<file path="config.mk">
export PLATFORM = sky130hd
export DESIGN_NAME = greedy_line_fold_core
export DESIGN_NICKNAME = d
export VERILOG_FILES = /design/src/rtl/core/glf_pkg.sv /design/src/rtl/core/greedy_line_fold_core.sv /design/src/rtl/core/glf_out_reg.sv
export SDC_FILE = /design/constraint.sdc
export NUM_CORES = 1
export LEC_CHECK = 0
export ABC_AREA = 1
export BUFFER_PORTS_ARGS = -buffer_cell sky130_fd_sc_hd__buf_2
export CORE_MARGIN = 2
export CORE_UTILIZATION = 57
export DETAILED_ROUTE_END_ITERATION = 10
export HOLD_SLACK_MARGIN = 0.02
export PLACE_DENSITY = 0.81
export SYNTH_ARGS = -nofsm -noshare
export SYNTH_HDL_FRONTEND = slang
export SYNTH_SLANG_ARGS = --single-unit
</file>
<file path="constraint.sdc">
create_clock -name clk -period 2.6 [get_ports clk]
set_input_delay 0.26 -clock clk [delete_from_list [all_inputs] [get_ports clk]]
set_output_delay 0.26 -clock clk [all_outputs]
set_load 0.005 [all_outputs]
</file>
<file path="src/rtl/core/glf_pkg.sv">
// glf_pkg: shared types, character codes and state encoding for the line fold core
// no dependencies; imported by glf_out_reg and greedy_line_fold_core
`timescale 1ns / 1ps
`default_nettype none

package glf_pkg;

    localparam int MAX_COLUMNS_DEFAULT = 32;
    localparam int FOLD_W              = 6;
    localparam logic [FOLD_W-1:0] FOLD_COLUMN_RESET = 6'd20;

    localparam logic [7:0] CH_BLANK   = 8'd32;
    localparam logic [7:0] CH_TAB     = 8'd9;
    localparam logic [7:0] CH_NEWLINE = 8'd10;

    typedef struct packed {
        logic [7:0] in_char;
        logic       flush;
    } in_word_t;

    typedef struct packed {
        logic [7:0] out_char;
        logic       last;
    } out_word_t;

    typedef enum logic [2:0] {
        S_IDLE,
        S_SCAN_RD,
        S_SCAN_CHK,
        S_EMIT_RD,
        S_EMIT_LD,
        S_EMIT_NL
    } glf_state_t;

    function automatic logic is_blank(input logic [7:0] ch);
        return (ch == CH_BLANK) || (ch == CH_TAB);
    endfunction

endpackage

`default_nettype wire

</file>
<file path="src/rtl/core/greedy_line_fold_core.sv">
// greedy_line_fold_core: greedy word wrap of a byte stream around a segment memory
// depends on glf_pkg and glf_out_reg
`timescale 1ns / 1ps
`default_nettype none

// channel   | signals                          | direction | moves
// ----------+----------------------------------+-----------+-------------------------
// char      | char_valid char_stall char_word  | in        | one text byte or a flush
// fold      | fold_valid fold_stall fold_word  | out       | one folded output byte
// cfg       | cfg_we cfg_wdata                 | in        | fold column write
//
// bytes that only append to the segment keep the core idle, so they can stream
// in every cycle. each emitted byte takes a memory read, then a load of the
// output register; an inserted newline takes the load alone. a fold first scans
// the segment memory backward for a blank, reading then checking up to limit
// entries. output stalls hold the emit states; no input word is taken
// until all bytes of the current word have entered the output register.
// reset clears the fill count, head pointer and state; the memory needs no
// clearing since only entries below the fill count are ever read.

module greedy_line_fold_core
    import glf_pkg::*;
#(
    parameter int MAX_COLUMNS = MAX_COLUMNS_DEFAULT
)
(
    input  wire logic              clk,
    input  wire logic              rst_n,
    input  wire logic              char_valid,
    output logic                   char_stall,
    input  wire in_word_t          char_word,
    output logic                   fold_valid,
    input  wire logic              fold_stall,
    output out_word_t              fold_word,
    input  wire logic              cfg_we,
    input  wire logic [FOLD_W-1:0] cfg_wdata
);

    localparam int AW = $clog2(MAX_COLUMNS);
    localparam int CW = $clog2(MAX_COLUMNS + 1);

    // circular address: base plus offset, one wrap at most
    function automatic logic [AW-1:0] wrap_addr(input logic [AW-1:0] base,
                                                input logic [CW-1:0] offs);
        logic [CW:0] s;
        s = (CW+1)'(base) + (CW+1)'(offs);
        if (s >= (CW+1)'(MAX_COLUMNS))
        begin
            s = s - (CW+1)'(MAX_COLUMNS);
        end
        return s[AW-1:0];
    endfunction

    glf_state_t      state_reg, state_next;
    logic [FOLD_W-1:0] fold_column_reg;
    logic [CW-1:0]   count_reg, count_next;   // bytes buffered
    logic [AW-1:0]   head_reg, head_next;     // memory slot of segment byte 0
    logic [AW-1:0]   idx_reg, idx_next;       // blank scan position
    logic [AW-1:0]   k_reg, k_next;           // emit position
    logic [CW-1:0]   len_reg, len_next;       // bytes to emit from the segment
    logic [CW-1:0]   cut_reg, cut_next;       // bytes dropped after a fold
    logic            nl_reg, nl_next;         // newline follows the prefix
    logic            fold_reg, fold_next;     // word ends with cut and append
    logic [7:0]      ch_reg, ch_next;         // byte appended after a fold

    // segment memory, one write and one registered read per cycle
    logic [7:0]      seg_mem [MAX_COLUMNS];
    logic            mem_we;
    logic [AW-1:0]   mem_waddr;
    logic [7:0]      mem_wdata;
    logic            mem_re;
    logic [AW-1:0]   mem_raddr;
    logic [7:0]      mem_rdata_reg;

    logic            out_load;
    out_word_t       out_load_word;
    logic            out_free;

    logic [CW-1:0]   limit;
    logic            k_last;

    // effective column limit, clamped to 1..MAX_COLUMNS
    always_comb
    begin
        if (fold_column_reg == '0)
        begin
            limit = CW'(1);
        end
        else if (fold_column_reg > FOLD_W'(MAX_COLUMNS))
        begin
            limit = CW'(MAX_COLUMNS);
        end
        else
        begin
            limit = CW'(fold_column_reg);
        end
    end

    assign k_last     = (CW'(k_reg) + CW'(1)) == len_reg;
    assign char_stall = (state_reg != S_IDLE);

    // sequencer: every memory write happens in a state that issues no read, and
    // a read is issued in a later cycle than the write it depends on
    always_comb
    begin
        state_next    = state_reg;
        count_next    = count_reg;
        head_next     = head_reg;
        idx_next      = idx_reg;
        k_next        = k_reg;
        len_next      = len_reg;
        cut_next      = cut_reg;
        nl_next       = nl_reg;
        fold_next     = fold_reg;
        ch_next       = ch_reg;
        mem_we        = 1'b0;
        mem_waddr     = wrap_addr(head_reg, count_reg);
        mem_wdata     = char_word.in_char;
        mem_re        = 1'b0;
        mem_raddr     = wrap_addr(head_reg, CW'(k_reg));
        out_load      = 1'b0;
        out_load_word = '0;

        case (state_reg)
            S_IDLE:
            begin
                if (char_valid)
                begin
                    k_next = '0;
                    if (char_word.flush)
                    begin
                        // flush: emit the segment without a newline
                        if (count_reg != '0)
                        begin
                            len_next   = count_reg;
                            nl_next    = 1'b0;
                            fold_next  = 1'b0;
                            state_next = S_EMIT_RD;
                        end
                    end
                    else if (char_word.in_char == CH_NEWLINE)
                    begin
                        len_next   = count_reg;
                        nl_next    = 1'b1;
                        fold_next  = 1'b0;
                        state_next = (count_reg == '0) ? S_EMIT_NL : S_EMIT_RD;
                    end
                    else if (count_reg < limit)
                    begin
                        // plain append, no output
                        mem_we     = 1'b1;
                        count_next = count_reg + CW'(1);
                    end
                    else if ((count_reg == limit) && is_blank(char_word.in_char))
                    begin
                        // blank at a full segment becomes the newline itself
                        len_next   = count_reg;
                        nl_next    = 1'b1;
                        fold_next  = 1'b0;
                        state_next = S_EMIT_RD;
                    end
                    else
                    begin
                        ch_next    = char_word.in_char;
                        idx_next   = AW'(limit - CW'(1));
                        nl_next    = 1'b1;
                        fold_next  = 1'b1;
                        state_next = S_SCAN_RD;
                    end
                end
            end

            S_SCAN_RD:
            begin
                mem_re     = 1'b1;
                mem_raddr  = wrap_addr(head_reg, CW'(idx_reg));
                state_next = S_SCAN_CHK;
            end

            S_SCAN_CHK:
            begin
                k_next = '0;
                if (is_blank(mem_rdata_reg))
                begin
                    // last blank below the limit becomes the newline
                    len_next   = CW'(idx_reg);
                    cut_next   = CW'(idx_reg) + CW'(1);
                    state_next = (idx_reg == '0) ? S_EMIT_NL : S_EMIT_RD;
                end
                else if (idx_reg == '0)
                begin
                    // no blank: hard break at the limit
                    len_next   = limit;
                    cut_next   = limit;
                    state_next = S_EMIT_RD;
                end
                else
                begin
                    idx_next   = idx_reg - AW'(1);
                    state_next = S_SCAN_RD;
                end
            end

            S_EMIT_RD:
            begin
                if (out_free)
                begin
                    mem_re     = 1'b1;
                    state_next = S_EMIT_LD;
                end
            end

            S_EMIT_LD:
            begin
                // output register is known empty here
                out_load               = 1'b1;
                out_load_word.out_char = mem_rdata_reg;
                out_load_word.last     = !nl_reg && k_last;
                if (k_last)
                begin
                    if (nl_reg)
                    begin
                        state_next = S_EMIT_NL;
                    end
                    else
                    begin
                        count_next = '0;
                        state_next = S_IDLE;
                    end
                end
                else
                begin
                    k_next     = k_reg + AW'(1);
                    state_next = S_EMIT_RD;
                end
            end

            S_EMIT_NL:
            begin
                if (out_free)
                begin
                    out_load               = 1'b1;
                    out_load_word.out_char = CH_NEWLINE;
                    out_load_word.last     = 1'b1;
                    if (fold_reg)
                    begin
                        // old head plus old count is the slot after the kept tail
                        mem_we     = 1'b1;
                        mem_wdata  = ch_reg;
                        head_next  = wrap_addr(head_reg, cut_reg);
                        count_next = count_reg - cut_reg + CW'(1);
                    end
                    else
                    begin
                        count_next = '0;
                    end
                    state_next = S_IDLE;
                end
            end

            default:
            begin
                state_next = S_IDLE;
            end
        endcase
    end

    always_ff @(posedge clk or negedge rst_n)
    begin
        if (!rst_n)
        begin
            state_reg       <= S_IDLE;
            count_reg       <= '0;
            head_reg        <= '0;
            fold_column_reg <= FOLD_COLUMN_RESET;
        end
        else
        begin
            state_reg <= state_next;
            count_reg <= count_next;
            head_reg  <= head_next;
            if (cfg_we)
            begin
                fold_column_reg <= cfg_wdata;
            end
        end
    end

    always_ff @(posedge clk)
    begin
        idx_reg  <= idx_next;
        k_reg    <= k_next;
        len_reg  <= len_next;
        cut_reg  <= cut_next;
        nl_reg   <= nl_next;
        fold_reg <= fold_next;
        ch_reg   <= ch_next;
    end

    always_ff @(posedge clk)
    begin
        if (mem_we)
        begin
            seg_mem[mem_waddr] <= mem_wdata;
        end
    end

    always_ff @(posedge clk)
    begin
        if (mem_re)
        begin
            mem_rdata_reg <= seg_mem[mem_raddr];
        end
    end

    glf_out_reg u_out_reg
    (
        .clk       (clk),
        .rst_n     (rst_n),
        .load      (out_load),
        .load_word (out_load_word),
        .free      (out_free),
        .valid     (fold_valid),
        .stall     (fold_stall),
        .word      (fold_word)
    );

    // fill count never passes the memory depth
    a_count_bound: assert property (@(posedge clk) disable iff (!rst_n)
        count_reg <= CW'(MAX_COLUMNS))
        else $error("segment count above depth");

    // the output register is empty whenever a byte is loaded from memory
    a_load_slot_free: assert property (@(posedge clk) disable iff (!rst_n)
        (state_reg == S_EMIT_LD) |-> !fold_valid)
        else $error("output register busy on memory load");

    // a fold only starts on a segment at or above the limit
    a_scan_full: assert property (@(posedge clk) disable iff (!rst_n)
        (state_reg == S_SCAN_RD || state_reg == S_SCAN_CHK) |-> (count_reg >= limit))
        else $error("blank scan on a short segment");

    // the closing newline ends the word
    a_nl_ends: assert property (@(posedge clk) disable iff (!rst_n)
        (state_reg == S_EMIT_NL && out_free) |=> (state_reg == S_IDLE && fold_word.last))
        else $error("newline did not close the word");

endmodule

`default_nettype wire

</file>
<file path="src/rtl/core/glf_out_reg.sv">
// glf_out_reg: output word register between the fold sequencer and the output channel
// depends on glf_pkg for the output word type
`timescale 1ns / 1ps
`default_nettype none

module glf_out_reg
    import glf_pkg::*;
(
    input  wire logic      clk,
    input  wire logic      rst_n,
    input  wire logic      load,
    input  wire out_word_t load_word,
    output logic           free,
    output logic           valid,
    input  wire logic      stall,
    output out_word_t      word
);

    logic      valid_reg;
    logic      valid_next;
    out_word_t word_reg;

    // free when empty or being taken at this edge
    assign free = !valid_reg || !stall;

    always_comb
    begin
        valid_next = valid_reg;
        if (load)
        begin
            valid_next = 1'b1;
        end
        else if (!stall)
        begin
            valid_next = 1'b0;
        end
    end

    always_ff @(posedge clk or negedge rst_n)
    begin
        if (!rst_n)
        begin
            valid_reg <= 1'b0;
        end
        else
        begin
            valid_reg <= valid_next;
        end
    end

    always_ff @(posedge clk)
    begin
        if (load)
        begin
            word_reg <= load_word;
        end
    end

    assign valid = valid_reg;
    assign word  = word_reg;

endmodule

`default_nettype wire

</file>
==> impl_metrics.env, run 1 <==
export IMPL_routed_wl_mm=38.4
export IMPL_tns_ns=-2.96
export IMPL_cp_data_required_time_ns=2.88
export IMPL_yosys_area_share_adder=0.0340
export IMPL_final_hold_viol_count=0
export IMPL_num_io_pins=31
export IMPL_drtIter0Drc=1572
export IMPL_worstPathArrival_ns=3.31
export IMPL_die_area_um2=28100
export IMPL_yosysWarnings=0
export IMPL_worst_path_max_fanout=13
export IMPL_core_um2=26100
export IMPL_max_freq_mhz=329
export IMPL_grt_setup_unrepaired="true"
export IMPL_vias_per_cell=5.83
export IMPL_drc=0
export IMPL_tritoncts="built"
export IMPL_grt_usage=0.269
export IMPL_synthMuxAreaShare=0.00295
export IMPL_vias=11500
export IMPL_std_cell_rows=59
export IMPL_initial_core_util=0.584
export IMPL_synth_cell_types=48
export IMPL_die_w_um=168
export IMPL_synth_seq_area_share=0.635
export IMPL_hpwl_mm=24.9
export IMPL_drv_slew=0
export IMPL_drv_cap=0
export IMPL_r2r_end="mem_rdata_reg[6]$_DFFE_PP_"
export IMPL_ant_nets=0
export IMPL_cts_buffer_depth=3
export IMPL_portBuffers=30
export IMPL_synth_compound_area_frac=0.103
export IMPL_critical_path_class="register to register"
export IMPL_r2r_start="state_reg[1]$_DFFE_PN0P_"
export IMPL_synth_top_family_by_area="simple AND/OR/NAND/NOR gates"
export IMPL_synth_top_area_cell="edfxtp_1"
export IMPL_clk_latency_ns=0.52
export IMPL_finalWeightedCongestion=0.930
export IMPL_finalWorstSetupSlack_ns=-0.436
export IMPL_clkTransAtPathRegs_ns=0.06
export IMPL_synth_edf_count=305
export IMPL_finalCritPeriodShare=1.17
export IMPL_min_path_cells=3
export IMPL_violations="setup timing"
export IMPL_nets=1666
export IMPL_endpoint_kind="register"
export IMPL_hold_end="fold_column_reg[2]$_DFFE_PN1P_"
export IMPL_clock_sinks=326
export IMPL_synth_xor_area_frac=0.0119
export IMPL_overflow=0
export IMPL_die_h_um=168
export IMPL_syn_area_per_cell_um2=10.5
export IMPL_post_route_min_period_ns=3.04
export IMPL_hp_start="cfg_we"
export IMPL_worst_r2r_cell_count=17
export IMPL_cts_made_buffers=35
export IMPL_wl_per_cell_um=19.6
export IMPL_whs_ns=0.0580
export IMPL_setup_viol=16
export IMPL_clockRootBuffer="clkbuf_16"
export IMPL_post_place_ws_ns=-0.460
export IMPL_grt_max_degree=49
export IMPL_grt_pass1_vias=11000
export IMPL_worst_slew_pin_slew_ns=1.14
export IMPL_synth_top_cells_by_count="edfxtp_1, nor2_1, nand2_1"
export IMPL_first_pass_iters=6
export IMPL_slew_headroom=0.242
export IMPL_synth_top_area_frac=0.600
export IMPL_yosysMostFrequentCell="edfxtp_1"
export IMPL_syn_inst=1458
export IMPL_synthTopCellsByArea="edfxtp_1, nor2_1, o21ai_0"
export IMPL_largest_reg_flops=256
export IMPL_drive_gt1_frac=0.193
export IMPL_grt_pass1_wl_mm=58.4
export IMPL_ys_flop_type="edfxtp_1"
export IMPL_antenna_found_initial=0
export IMPL_diodes=0
export IMPL_synth_nets=1517
export IMPL_hold_path_class="primary input to register"
export IMPL_status="finished with violations"
export IMPL_area_growth_syn_to_layout_pct=20.1
export IMPL_synth_seq_cells=326
export IMPL_nFillCells=1733
export IMPL_synth_async_sr_flop_share=0.0644
export IMPL_cp_start_kind="register"
export IMPL_cts_max_level=2
export IMPL_synthSimpleGateAreaFrac=0.156
export IMPL_fin_skew_ns=0.0173
export IMPL_synthesis_area_um2=15300
export IMPL_ff2ff_setup_slack_ns=-0.44
[cells by family after synthesis]
kind of cell	after synthesis
adders and majority gates	39
DFF	326
and+or+nand+nor	571
xor gates and xnor gates	19
buffers and inverters	202
muxes	4
AOI/OAI and AO/OA	297
[metal layers]
layer  routed length (um)  vias to the layer above  part of all wire  global-route usage
met5                    0                        -                 0                   0
met4                 1400                        0             0.036               0.106
met3                 3610                      107             0.094              0.0473
met2                18700                      673              0.49               0.443
met1                14700                     5414              0.38               0.359
li1                     -                     5271                 -                   -
[how the worst max path moves through the flow]
stage                                        start                          to  slack, ns  cells past startpoint
after global placement    state_reg[1]$_DFFE_PN0P_  mem_rdata_reg[3]$_DFFE_PP_      -0.34                     16
after global routing      state_reg[1]$_DFFE_PN0P_  mem_rdata_reg[6]$_DFFE_PP_      -0.53                     18
after floorplan           state_reg[1]$_DFFE_PN0P_  mem_rdata_reg[5]$_DFFE_PP_      -0.12                     17
final                     state_reg[1]$_DFFE_PN0P_  mem_rdata_reg[6]$_DFFE_PP_      -0.44                     17
after detailed placement  state_reg[1]$_DFFE_PN0P_  mem_rdata_reg[3]$_DFFE_PP_      -0.46                     16
after CTS                 state_reg[0]$_DFFE_PN0P_  mem_rdata_reg[3]$_DFFE_PP_      -0.30                     17
[per-stage QoR]
step                       util  instances  instance area (um2)
final                     0.701       1965                18300
after detailed placement  0.639       1874                16700
after global placement    0.639       1874                16700
after global routing      0.701       1965                18300
after floorplan               -       1458                15300
after CTS                 0.688       1955                18000
[worst max-delay path: stages, from the launching register on]
cell	delay, ns
dfrtp_2	0.42
nor3_4	0.22
inv_2	0.08
o21ai_2	0.18
ha_4	0.16
inv_2	0.03
fa_2	0.62
buf_12	0.18
buf_12	0.15
nor2_1	0.05
o21ai_0	0.14
o21ai_1	0.15
inv_1	0.11
o21ai_1	0.06
nand2_1	0.06
o21ai_1	0.06
nand2_1	0.06
nand2_1	0.05
[cells in the final DEF, fill, tap and decap left out, types with 8 or more instances in the layout]
master	count
a21oi_1	16
buf_12	27
buf_2	30
buf_4	85
buf_6	10
clkbuf_1	8
clkbuf_16	36
clkinv_2	8
dfrtp_1	16
dlygate4sd3_1	17
edfxtp_1	305
ha_1	32
inv_1	126
inv_2	14
nand2_1	216
nand2_4	11
nand3_1	37
nand4_1	8
nor2_1	253
nor2_2	15
nor3_1	8
o21ai_0	142
o21ai_1	79
o21ai_2	27
o22ai_1	16
xnor2_1	8
xor2_1	8
[cell type report]
| type | count | area [um2] | area share |
|---|---|---|---|
| multi-input combinational | 930 | 4970 | 0.271 |
| timing repair buffer | 172 | 1680 | 0.0917 |
| sequential | 326 | 9690 | 0.529 |
| tap | 335 | 419 | 0.0229 |
| clock inverter | 16 | 100 | 0.00547 |
| inverter | 142 | 538 | 0.0294 |
| clock buffer | 44 | 920 | 0.0502 |
[repair_timing]
item | in CTS | in global routing
hold endpoints to repair | 34 | 0
setup endpoints to repair | 153 | 264
gates resized for setup | 33 | 65
pin swaps | 4 | 15
setup buffers | 3 | 9
hold buffers | 17 | 0
cloned | 1 | 1
Power of run 1 is left out: the tool's default activity adds up to more than one toggle a clock period on the data nets, which glitch-free logic cannot reach.
==> run 2: changes to the inputs <==
SYNTH_HIERARCHICAL = 1   (was not set)
==> impl_metrics.env, run 2 <==
export IMPL_synth_async_sr_flop_share=0.0644
export IMPL_hp_start="cfg_we"
export IMPL_synth_nets=1480
export IMPL_cp_start_kind="register"
export IMPL_nets=1650
export IMPL_antenna_found_initial=0
export IMPL_std_cell_rows=59
export IMPL_synthTopCellsByArea="edfxtp_1, nor2_1, nand2_1"
export IMPL_final_hold_viol_count=0
export IMPL_die_area_um2=27600
export IMPL_first_pass_iters=9
export IMPL_drv_slew=0
export IMPL_ys_flop_type="edfxtp_1"
export IMPL_r2r_start="state_reg[2]$_DFFE_PN0P_"
export IMPL_clkTransAtPathRegs_ns=0.07
export IMPL_drive_gt1_frac=0.235
export IMPL_drtIter0Drc=1976
export IMPL_diodes=0
export IMPL_cp_data_required_time_ns=2.88
export IMPL_worst_slew_pin_slew_ns=0.957
export IMPL_drc=0
export IMPL_slew_headroom=0.361
export IMPL_die_h_um=166
export IMPL_status="finished with violations"
export IMPL_syn_area_per_cell_um2=10.5
export IMPL_critPathSlowestCell="dfrtp_1"
export IMPL_finalWorstSetupSlack_ns=-0.405
export IMPL_yosysWarnings=6
export IMPL_fin_skew_ns=0.0293
export IMPL_cts_max_level=2
export IMPL_final_common_cell="edfxtp_1"
export IMPL_routed_wl_mm=42.6
export IMPL_syn_inst=1421
export IMPL_grt_pass1_wl_mm=61.7
export IMPL_hold_end="fold_column_reg[2]$_DFFE_PN1P_"
export IMPL_r2r_end="mem_rdata_reg[3]$_DFFE_PP_"
export IMPL_worst_path_max_fanout=8
export IMPL_post_place_ws_ns=-0.287
export IMPL_synthesis_area_um2=15000
export IMPL_portBuffers=30
export IMPL_cts_buffer_depth=3
export IMPL_ant_nets=0
export IMPL_finalCritPeriodShare=1.16
export IMPL_ff2ff_setup_slack_ns=-0.41
export IMPL_whs_ns=0.0436
export IMPL_initial_core_util=0.579
export IMPL_critical_path_class="register to register"
export IMPL_vias=12100
export IMPL_synth_edf_count=305
export IMPL_synth_top_area_frac=0.611
export IMPL_yosysMostFrequentCell="edfxtp_1"
export IMPL_num_io_pins=31
export IMPL_max_freq_mhz=333
export IMPL_core_um2=25900
export IMPL_tritoncts="built"
export IMPL_synth_top_cells_by_count="edfxtp_1, nor2_1, nand2_1"
export IMPL_crit_top_cell="nand2_1"
export IMPL_hold_path_class="primary input to register"
export IMPL_grt_max_degree=56
export IMPL_setup_viol=264
export IMPL_grt_usage=0.284
export IMPL_grt_pass1_vias=11500
export IMPL_path_cells="inv_2 -> nand3_4 -> buf_4 -> buf_4 -> o21ai_0 -> ha_1 -> a21oi_1 -> o21ai_1 -> xnor2_1 -> nand2_1 -> nand2_2 -> inv_2 -> nand2_1 -> nand2_1"
export IMPL_worst_r2r_cell_count=14
export IMPL_synth_cell_types=45
export IMPL_hpwl_mm=24.1
export IMPL_drv_cap=0
export IMPL_synth_seq_cells=326
export IMPL_clock_sinks=326
export IMPL_overflow=0
export IMPL_synth_top_area_cell="edfxtp_1"
export IMPL_violations="setup timing"
export IMPL_grt_setup_unrepaired="true"
export IMPL_die_w_um=166
export IMPL_area_growth_syn_to_layout_pct=27.0
export IMPL_largest_reg_flops=256
export IMPL_post_route_min_period_ns=3.01
export IMPL_endpoint_kind="register"
export IMPL_mostFrequentLayoutCells="edfxtp_1, nand2_1, nor2_1, o21ai_0, inv_1"
export IMPL_clk_latency_ns=0.53
export IMPL_cts_made_buffers=35
export IMPL_cpPeakStageDelay_ns=0.41
export IMPL_wl_per_cell_um=21.8
export IMPL_min_path_cells=3
export IMPL_vias_per_cell=6.18
export IMPL_synth_seq_area_share=0.646
export IMPL_worstPathArrival_ns=3.28
export IMPL_clockRootBuffer="clkbuf_16"
export IMPL_finalWeightedCongestion=0.945
run 2: cell count changes after synthesis, moves of 7 or more:
cell,before,now
o21ai_1,69,42
o22ai_1,17,48
nor2_1,271,236
nand2_4,12,0
inv_1,131,123
o21ai_0,178,170
buf_4,15,2
clkbuf_1,17,31
nand2_2,0,7
nand2_1,221,235
run 2: how the worst max path moves through the flow:
stage / start / cells after the start / endpoint
finish: state_reg[2]$_DFFE_PN0P_ / 14 / mem_rdata_reg[3]$_DFFE_PP_
CTS: fold_column_reg[2]$_DFFE_PN1P_ / 17 / seg_mem[13][6]$_DFFE_PP_
global route: state_reg[2]$_DFFE_PN0P_ / 14 / mem_rdata_reg[3]$_DFFE_PP_
global placement: state_reg[2]$_DFFE_PN0P_ / 14 / mem_rdata_reg[2]$_DFFE_PP_
detailed placement: fold_column_reg[0]$_DFFE_PN0P_ / 17 / seg_mem[26][4]$_DFFE_PP_
floorplan: state_reg[2]$_DFFE_PN0P_ / 8 / seg_mem[0][7]$_DFFE_PP_
run 2: metal layers:
metal  global-route usage  share of wire  vias to the layer above
li1                     -              -                     5271
met1                0.371           0.36                     5713
met2                0.466           0.49                      891
met3               0.0546           0.11                      177
met4                0.129          0.051                        0
met5                    0              0                        -
run 2: what timing repair did:
| action | 4_1_cts | 5_1_grt |
|---|---|---|
| resized for setup | 121 | 112 |
| hold buffers | 16 | 0 |
| buffers inserted | 6 | 18 |
| pin swaps | 29 | 31 |
| hold endpoints to repair | 34 | 0 |
| setup endpoints to repair | 264 | 281 |
| cloned | 0 | 6 |
run 2: logic make-up (layout without fill, tap and decap cells):
group / Yosys count / count (layout) / synth area share
muxes: 3 / 3 / 0.00225
and+or+nand+nor: 550 / 550 / 0.148
adders and majority gates: 39 / 39 / 0.0346
buffers and inverters: 189 / 384 / 0.0508
DFF: 326 / 326 / 0.646
xor gates and xnor gates: 18 / 18 / 0.0115
AOI/OAI and AO/OA: 296 / 296 / 0.107
run 2: stage by stage:
stage | cells | util | instance area (um2) | setup TNS [ns]
5_1_grt | 1951 | 0.735 | 19000 | -74.44
2_1_floorplan | 1421 | - | 15100 | -40.29
4_1_cts | 1928 | 0.706 | 18300 | -25.03
3_3_place_gp | 1844 | 0.636 | 16500 | -23.21
3_5_place_dp | 1844 | 0.636 | 16500 | -52.31
6_report | 1951 | 0.735 | 19000 | -35.85
run 2: layout make-up:
class / instances / area [um2]
Tap cell: 335 / 419
Multi-Input combinational cell: 906 / 5340
Inverter: 129 / 512
Timing Repair inverter: 1 / 11.3
Clock buffer: 43 / 927
Clock inverter: 19 / 233
Sequential cell: 326 / 9690
Timing Repair Buffer: 192 / 1920
Fill cell: 1507 / 6870
run 2: critical path: cells and delay by family, from the launching register on:
family,cells,cell delay (ns)
xor gates and xnor gates,1,0.28
AOI/OAI and AO/OA,3,0.56
DFF,1,0.41
buffers and inverters,4,0.51
and+or+nand+nor,5,0.64
adders and majority gates,1,0.35
Power of run 2 is left out for the same reason.
==> run 3: changes to the inputs <==
HOLD_SLACK_MARGIN = 0.06   (was 0.02)
==> impl_metrics.env, run 3 (synthesis results as in run 2) <==
export IMPL_hold_path_class="primary input to register"
export IMPL_setup_viol=264
export IMPL_final_common_cell="edfxtp_1"
export IMPL_clockRootBuffer="clkbuf_16"
export IMPL_clk_latency_ns=0.53
export IMPL_area_growth_syn_to_layout_pct=27.5
export IMPL_wl_per_cell_um=22.1
export IMPL_drv_slew=0
export IMPL_worst_path_max_fanout=8
export IMPL_vias_per_cell=6.23
export IMPL_finalWorstSetupSlack_ns=-0.393
export IMPL_worst_slew_pin_slew_ns=0.948
export IMPL_r2r_start="state_reg[2]$_DFFE_PN0P_"
export IMPL_worst_r2r_cell_count=14
export IMPL_cts_max_level=2
export IMPL_drive_gt1_frac=0.238
export IMPL_cts_made_buffers=35
export IMPL_diodes=0
export IMPL_die_area_um2=27600
export IMPL_mostFrequentLayoutCells="edfxtp_1, nand2_1, nor2_1, o21ai_0, inv_1"
export IMPL_num_io_pins=31
export IMPL_portBuffers=30
export IMPL_hp_start="cfg_we"
export IMPL_routed_wl_mm=43.2
export IMPL_core_um2=25900
export IMPL_grt_pass1_wl_mm=62.0
export IMPL_postLayoutCoreUtil=0.738
export IMPL_drc=0
export IMPL_finalCritPeriodShare=1.15
export IMPL_first_pass_iters=7
export IMPL_drv_cap=0
export IMPL_finalWeightedCongestion=0.945
export IMPL_antenna_found_initial=0
export IMPL_std_cell_rows=59
export IMPL_die_h_um=166
export IMPL_tritoncts="built"
export IMPL_tns_ns=-28.10
export IMPL_initial_core_util=0.579
export IMPL_clkTransAtPathRegs_ns=0.06
export IMPL_status="finished with violations"
export IMPL_slew_headroom=0.366
export IMPL_overflow=0
export IMPL_die_w_um=166
export IMPL_grt_max_degree=56
export IMPL_r2r_end="mem_rdata_reg[5]$_DFFE_PP_"
export IMPL_clock_sinks=326
export IMPL_post_route_min_period_ns=2.99
export IMPL_nets=1653
export IMPL_cts_buffer_depth=3
export IMPL_endpoint_kind="register"
export IMPL_cp_start_kind="register"
export IMPL_max_freq_mhz=334
export IMPL_vias=12200
export IMPL_largest_reg_flops=256
export IMPL_grt_setup_unrepaired="true"
export IMPL_grt_pass1_vias=11600
export IMPL_drtIter0Drc=2032
export IMPL_hpwl_mm=24.1
export IMPL_ff2ff_setup_slack_ns=-0.39
export IMPL_critical_path_class="register to register"
export IMPL_grt_usage=0.285
export IMPL_cp_startpoint="state_reg[2]$_DFFE_PN0P_"
export IMPL_ant_nets=0
export IMPL_min_path_cells=3
export IMPL_final_hold_viol_count=0
export IMPL_worstPathArrival_ns=3.27
export IMPL_fin_skew_ns=0.0286
export IMPL_cp_data_required_time_ns=2.88
export IMPL_hold_end="fold_column_reg[5]$_DFFE_PN0P_"
export IMPL_violations="setup timing"
## run 3: how the worst max path moves through the flow
stage,end,slack [ns],depth (start not counted)
3_3_place_gp,mem_rdata_reg[2]$_DFFE_PP_,-0.22,14
5_1_grt,mem_rdata_reg[5]$_DFFE_PP_,-0.49,14
6_report,mem_rdata_reg[5]$_DFFE_PP_,-0.39,14
4_1_cts,seg_mem[13][6]$_DFFE_PP_,-0.16,17
2_1_floorplan,seg_mem[0][7]$_DFFE_PP_,-0.15,8
3_5_place_dp,seg_mem[26][4]$_DFFE_PP_,-0.29,17
## run 3: worst max-delay path: stages (launching register included)
cell and delay (ns):
dfrtp_1 0.41, inv_2 0.09, nand3_4 0.13, buf_4 0.17, buf_4 0.13, o21ai_0 0.23, ha_1 0.34, a21oi_1 0.19
o21ai_1 0.14, xnor2_1 0.30, nand2_1 0.14, nand2_2 0.17, inv_2 0.12, nand2_1 0.13, nand2_1 0.07
## run 3: through the flow
stage	setup slack, ns	hold WS, ns	std cells	instance area (um2)
3_5_place_dp	-0.287	0.267	1844	16500
5_1_grt	-0.486	0.101	1954	19100
6_report	-0.393	0.0926	1954	19100
3_3_place_gp	-0.219	0.264	1844	16500
4_1_cts	-0.157	0.0668	1932	18300
2_1_floorplan	-0.153	-0.0356	1421	15100
## run 3: cell type report
type	instances	area, um2
Sequential cell	326	9690
Multi-Input combinational cell	906	5380
Timing Repair Buffer	195	1950
Inverter	129	512
Clock buffer	43	927
Tap cell	335	419
Timing Repair inverter	1	11.3
Fill cell	1492	6800
Clock inverter	19	233
## run 3: repair_timing
item                                   4_1_cts  5_1_grt
gates cloned                                 0        6
endpoints found under the hold margin       34        0
hold buffers                                20        0
setup endpoints to repair                  264      281
setup buffers                                6       17
pin swaps                                   29       34
resized for setup                          121      121
## run 3: routing by layer
layer | vias up | GRT usage | share of wire
met5 | - | 0 | 0
met4 | 0 | 0.133 | 0.051
met3 | 180 | 0.0582 | 0.10
met2 | 891 | 0.467 | 0.49
met1 | 5836 | 0.369 | 0.36
li1 | 5273 | - | -
Power of run 3 is left out for the same reason.
